$ cat src/design/csem_ram.sv
// Generic simple dual-port RAM: one write port, one read port, registered read.
// No dependencies.
module csem_ram #(
	parameter int WIDTH = 16,
	parameter int DEPTH = 256
) (
	input  logic                     clk,
	input  logic                     we,
	input  logic [$clog2(DEPTH)-1:0] waddr,
	input  logic [WIDTH-1:0]         wdata,
	input  logic                     re,
	input  logic [$clog2(DEPTH)-1:0] raddr,
	output logic [WIDTH-1:0]         rdata
);

	logic [WIDTH-1:0] mem_q [DEPTH];

	// write port
	always_ff @(posedge clk) begin
		if (we) begin
			mem_q[waddr] <= wdata;
		end
	end

	// read port: data held until the next read
	always_ff @(posedge clk) begin
		if (re) begin
			rdata <= mem_q[raddr];
		end
	end

endmodule

$ cat config.mk
export PLATFORM = sky130hd
export DESIGN_NAME = csem_ram
export DESIGN_NICKNAME = d
export VERILOG_FILES = /design/src/design/csem_ram.sv
export SDC_FILE = /design/constraint.sdc
export NUM_CORES = 2
export LEC_CHECK = 0
export BUFFER_PORTS_ARGS = -buffer_cell sky130_fd_sc_hd__buf_2
export CAP_MARGIN = 5
export CORE_AREA = 5 5 539 541
export DETAILED_ROUTE_END_ITERATION = 7
export DIE_AREA = 0 0 544 546
export PLACE_DENSITY = 0.74
export SETUP_SLACK_MARGIN = 0.3
export SLEW_MARGIN = 10
export SYNTH_ARGS = -nofsm -noshare
export SYNTH_HDL_FRONTEND = slang
export SYNTH_SLANG_ARGS = --single-unit
$ cat constraint.sdc
create_clock -name clk -period 2.5 [get_ports clk]
set_clock_uncertainty 0.1 [all_clocks]
set_input_delay 0.125 -clock clk [delete_from_list [all_inputs] [get_ports clk]]
set_output_delay 0.125 -clock clk [all_outputs]
set_load 0.02 [all_outputs]
### Word level (Yosys, flattened, before mapping)

Memory sizes are Yosys's and may differ from the RTL's. A register that Yosys moved wholly into a read port is not among the register bits.
Index checks and enable logic that the tools add are counted.

* bits in latches: 0
* memories kept: 1
* memory bits (read-only): 0
* output and inout port bits: 16
* register bits: 0
* RAM bits: 4096

* muxes and demuxes: 2
* reduce and logical (&&, ||, !) cells: 0
* magnitude comparators: 0
* divide/modulo/power cells: 0
* add/subtract/negate cells: 0
* eq/ne operators: 0
* shift-type cells: 0
* bitwise logic cells: 0
* $mul: 0

Memories
* mem_q: depth 256, width 16, rd ports 1, clocked after memory_dff 1, write ports 1, line 16 `logic [WIDTH-1:0] mem_q [DEPTH];`

Operators by type and width (count)
* 1-bit two-way mux: 2

### Depth between registers and ports, before layout

* depth after elaboration: 2
* gate-level depth with buffers: 12
* depth with buffers taken out: 6

### Worst setup path after synthesis

Ideal clock, no wire load.

* path type: in2reg
* start: input port raddr[0]
* end: register rdata[4], read port of mem_q (data pin)
* data required time: 2135 ps
* buffers on the path: 3
* setup slack: 26 ps
* data arrival time: 2109 ps
* stages on the path: 8
* cell sequence: buf_6 buf_6 buf_2 mux4_2 mux4_2 a22o_1 o32ai_2 nor4_2

RTL lines
* from (decl): line 12 `input logic [$clog2(DEPTH)-1:0] raddr,`
* to (decl): line 13 `output logic [WIDTH-1:0] rdata`

==> reports/results.ini <==
[clock_network]
cts-root-buf=clkbuf_16
cts_sinks=4112
cts_buffers=396
postCtsSetupRepairBufs=0
clock_path_buffers=4
htreeDepth=5
cts_tree=built
cts.clk_slew.worst_paths_ns=0.06
clk_latency_ns=0.96

[critical_path]
cp_data_arrival_time_ns=3.25
rr_endpoint=rdata[13]
slowest_stage=mux4_2
cp_max_fo=1
r2r_setup_slack_ns=-0.16
r2r_cells=6
path_class=flop to flop
crit_chain=mux4_2, mux4_2, a22o_4, o32ai_2, buf_4, nor4_2
crit_required_ns=3.09
cpMostUsedCell=mux4_2
worstSetupEndpointType=flop
r2r_start=mem_q[23][13]
cpPeakStageDelay_ns=0.58
startpoint_type=flop

[yosys]
syn-num-nets=7395
synthFlopType=edfxtp_1
synthCells=7360
synth_compound_area_share_pct=3.534
synth_top_family_by_area=multiplexers
synth-seq-cells=4112
avgSynthCellArea_um2=21.59
synth_edf_count=4112
synth_adder_area_share_pct=0
synth_mux_area_share_pct=15.48
synth_simple_gate_area_share_pct=1.573
syn_area_mm2=0.1589
ys_types=51
ys_warn_count=0
synthArstFlopShare_pct=0
ys_seq_area_share_pct=77.72
synth_xor_xnor_area_share_pct=0

[grt]
antenna_found_initial=19
grt_pass1_vias=82974
grt_max_degree=114
grt_pass1_wl_um=602400
grt-ovfl-total=0
grtUsageTotal_pct=28.12

[power_and_ir_drop]
p_leak_nw=60.27
combPwrFrac_pct=5.8
finalPower_w=0.1427
peakVddDrop_mv=0.8548
p_sw_w=0.03097
switching_share_pct=21.69
power_frac_clock_pct=40.9
pwr_density_cell_mw_per_mm2=769.4
p_int_w=0.1118
pwr-share-seq_pct=53.3

[routing]
num_vias=82986
ant_nets=0
drc=0
drtPass1Iterations=6
vias_per_cell=6.627
drt_wl_total_um=419900
drt-initial-drc-count=12646
post_drt_wl_per_cell_um=33.54

[layout]
finish.net_count=8453
area_delta_synth_final_pct=16.77
layout-drive-gt1-share_pct=30.72

[sta]
fmax_ghz=0.3753
setup_ws_ns=-0.1644
finalCritPeriodShare_pct=106.6
rsz0062_at_grt=yes
worst_pin_slew_ns=1.106
min_period_ns=2.664
hold_violations=0
slew_headroom_pct=26.27
setup_viol=15
drv_slew=0

[worst_hold_path]
holdPathStages=4
hold_end=rdata[12]
min-delay-start=raddr[7]
worstHoldPathType=primary input to flop

[floorplan]
die_area_mm2=0.2970
rows=196
start_util_pct=55.85
die_w_um=544
pin_count=51
dieHeight_um=546
core_area_mm2=0.2845

[placed_design]
numPortBuffers=50
dp_slack_ns=-1.160
gp_congestion=0.9823
dp_hpwl_um=256200

[status]
outcome=complete, but fails checks
violations=negative setup slack

[job]
cap_violations=0

-- cell usage in the layout (no fill, tap or decap), types with 15 or more instances in the layout --
| cell type | n |
|---|---|
| a21oi_1 | 175 |
| a211oi_1 | 18 |
| clkbuf_1 | 91 |
| buf_12 | 199 |
| nand4_1 | 26 |
| o22ai_1 | 148 |
| edfxtp_1 | 4112 |
| nor2_2 | 76 |
| nor4_2 | 16 |
| nor2_1 | 228 |
| bufinv_16 | 30 |
| nand2_1 | 38 |
| o221ai_1 | 252 |
| buf_8 | 17 |
| clkinv_1 | 88 |
| nand3_1 | 28 |
| buf_4 | 824 |
| clkinv_2 | 79 |
| buf_2 | 30 |
| mux4_2 | 797 |
| o21ai_0 | 36 |
| a22oi_1 | 43 |
| clkbuf_16 | 396 |
| mux2_2 | 85 |
| a22o_4 | 15 |
| nor3_1 | 90 |
| mux2i_1 | 565 |
| dlygate4sd3_1 | 28 |
-- logic make-up (layout without fill, tap and decap cells) --
kind of cell / count (synthesis) / count (layout)
compound gates: 786 / 786
buf+inv: 456 / 1843
flops: 4112 / 4112
mux: 1450 / 1450
other cells: 0 / 13
simple gates: 556 / 556
-- cell type report --
class	count	area, um^2
Timing Repair Buffer	1112	11020
Fill cell	17720	98950
Inverter	4	27.53
Antenna cell	13	32.53
Tap cell	3762	4707
Clock buffer	487	10250
Clock inverter	240	2359
Multi-Input combinational cell	2792	33650
Sequential cell	4112	123500
-- layer usage --
layer | GRT usage [%] | vias up | wire length, um
li1 | - | 33431 | -
met1 | 39.14 | 43170 | 152000
met2 | 44.21 | 5511 | 201900
met3 | 5.836 | 870 | 46060
met4 | 11.35 | 4 | 19900
met5 | 0 | - | 27
-- flip-flops by register name, summed over array words and instances, names as in the netlist --
register,cells
mem_q,4096
rdata,16
-- repair_timing --
| item | CTS | global route |
|---|---|---|
| endpoints found under the hold margin | 4501 | 0 |
| pin swaps | 23 | 8 |
| hold buffers | 28 | 0 |
| cloned | 0 | 0 |
| resized for setup | 87 | 18 |
| setup endpoints to repair | 16 | 16 |
-- worst max-delay path by stage --
stage,start,end,slack [ns]
global placement,raddr[0],rdata[12],-1.04
floorplan,waddr[3],mem_q[235][0],0.11
finish,mem_q[23][13],rdata[13],-0.16
global route,mem_q[23][13],rdata[13],-0.17
CTS,mem_q[23][13],rdata[13],-0.16
detailed placement,raddr[0],rdata[12],-1.16
-- worst max-delay path: cells and delay by family (launching register included) --
family                 cells  cell delay, ns
multiplexers               2            1.12
AO/OA/AOI/OAI              2            0.53
flip-flops                 1            0.41
buffers and inverters      1            0.20
AND/OR/NAND/NOR            1            0.04
-- power by group through the flow --
stage / sequential, W / clock, W / combinational, W
floorplan: 0.0776 / 0 / 0.00383
global placement: 0.0776 / 0 / 0.00766
detailed placement: 0.0776 / 0 / 0.00785
CTS: 0.0761 / 0.0588 / 0.00812
global route: 0.0761 / 0.0620 / 0.00856
finish: 0.0761 / 0.0583 / 0.00827
-- metrics by stage --
stage | cell area, um^2 | hold WS, ns | setup TNS [ns] | std cells | util (%)
after floorplan | 159300 | 0.1239 | 0 | 7360 | -
after global placement | 171900 | 0.4403 | -12.70 | 11754 | 60.44
after detailed placement | 171900 | 0.4556 | -13.16 | 11754 | 60.44
after CTS | 185400 | 0.009669 | -1.175 | 12509 | 65.16
after global routing | 185500 | 0.06210 | -1.591 | 12513 | 65.21
final | 185500 | 0.08172 | -1.141 | 12522 | 65.22
-- cell usage after synthesis (32+ instances only) --
| library cell | instances | area, um^2 |
|---|---|---|
| nor2_1 | 304 | 1141 |
| a22oi_1 | 43 | 322.8 |
| a21oi_1 | 175 | 875.8 |
| buf_2 | 76 | 380.4 |
| nand2_1 | 38 | 142.6 |
| o21ai_0 | 37 | 185.2 |
| buf_6 | 77 | 867.1 |
| clkbuf_1 | 230 | 863.3 |
| nor3_1 | 92 | 460.4 |
| mux2_2 | 88 | 991.0 |
| edfxtp_1 | 4112 | 123500 |
| o221ai_1 | 252 | 2207 |
| mux4_2 | 797 | 17950 |
| mux2i_1 | 565 | 5655 |
| nand3_1 | 35 | 175.2 |
| a22o_1 | 32 | 280.3 |
| o22ai_1 | 148 | 925.9 |
Power figures use the tool's default switching activity.
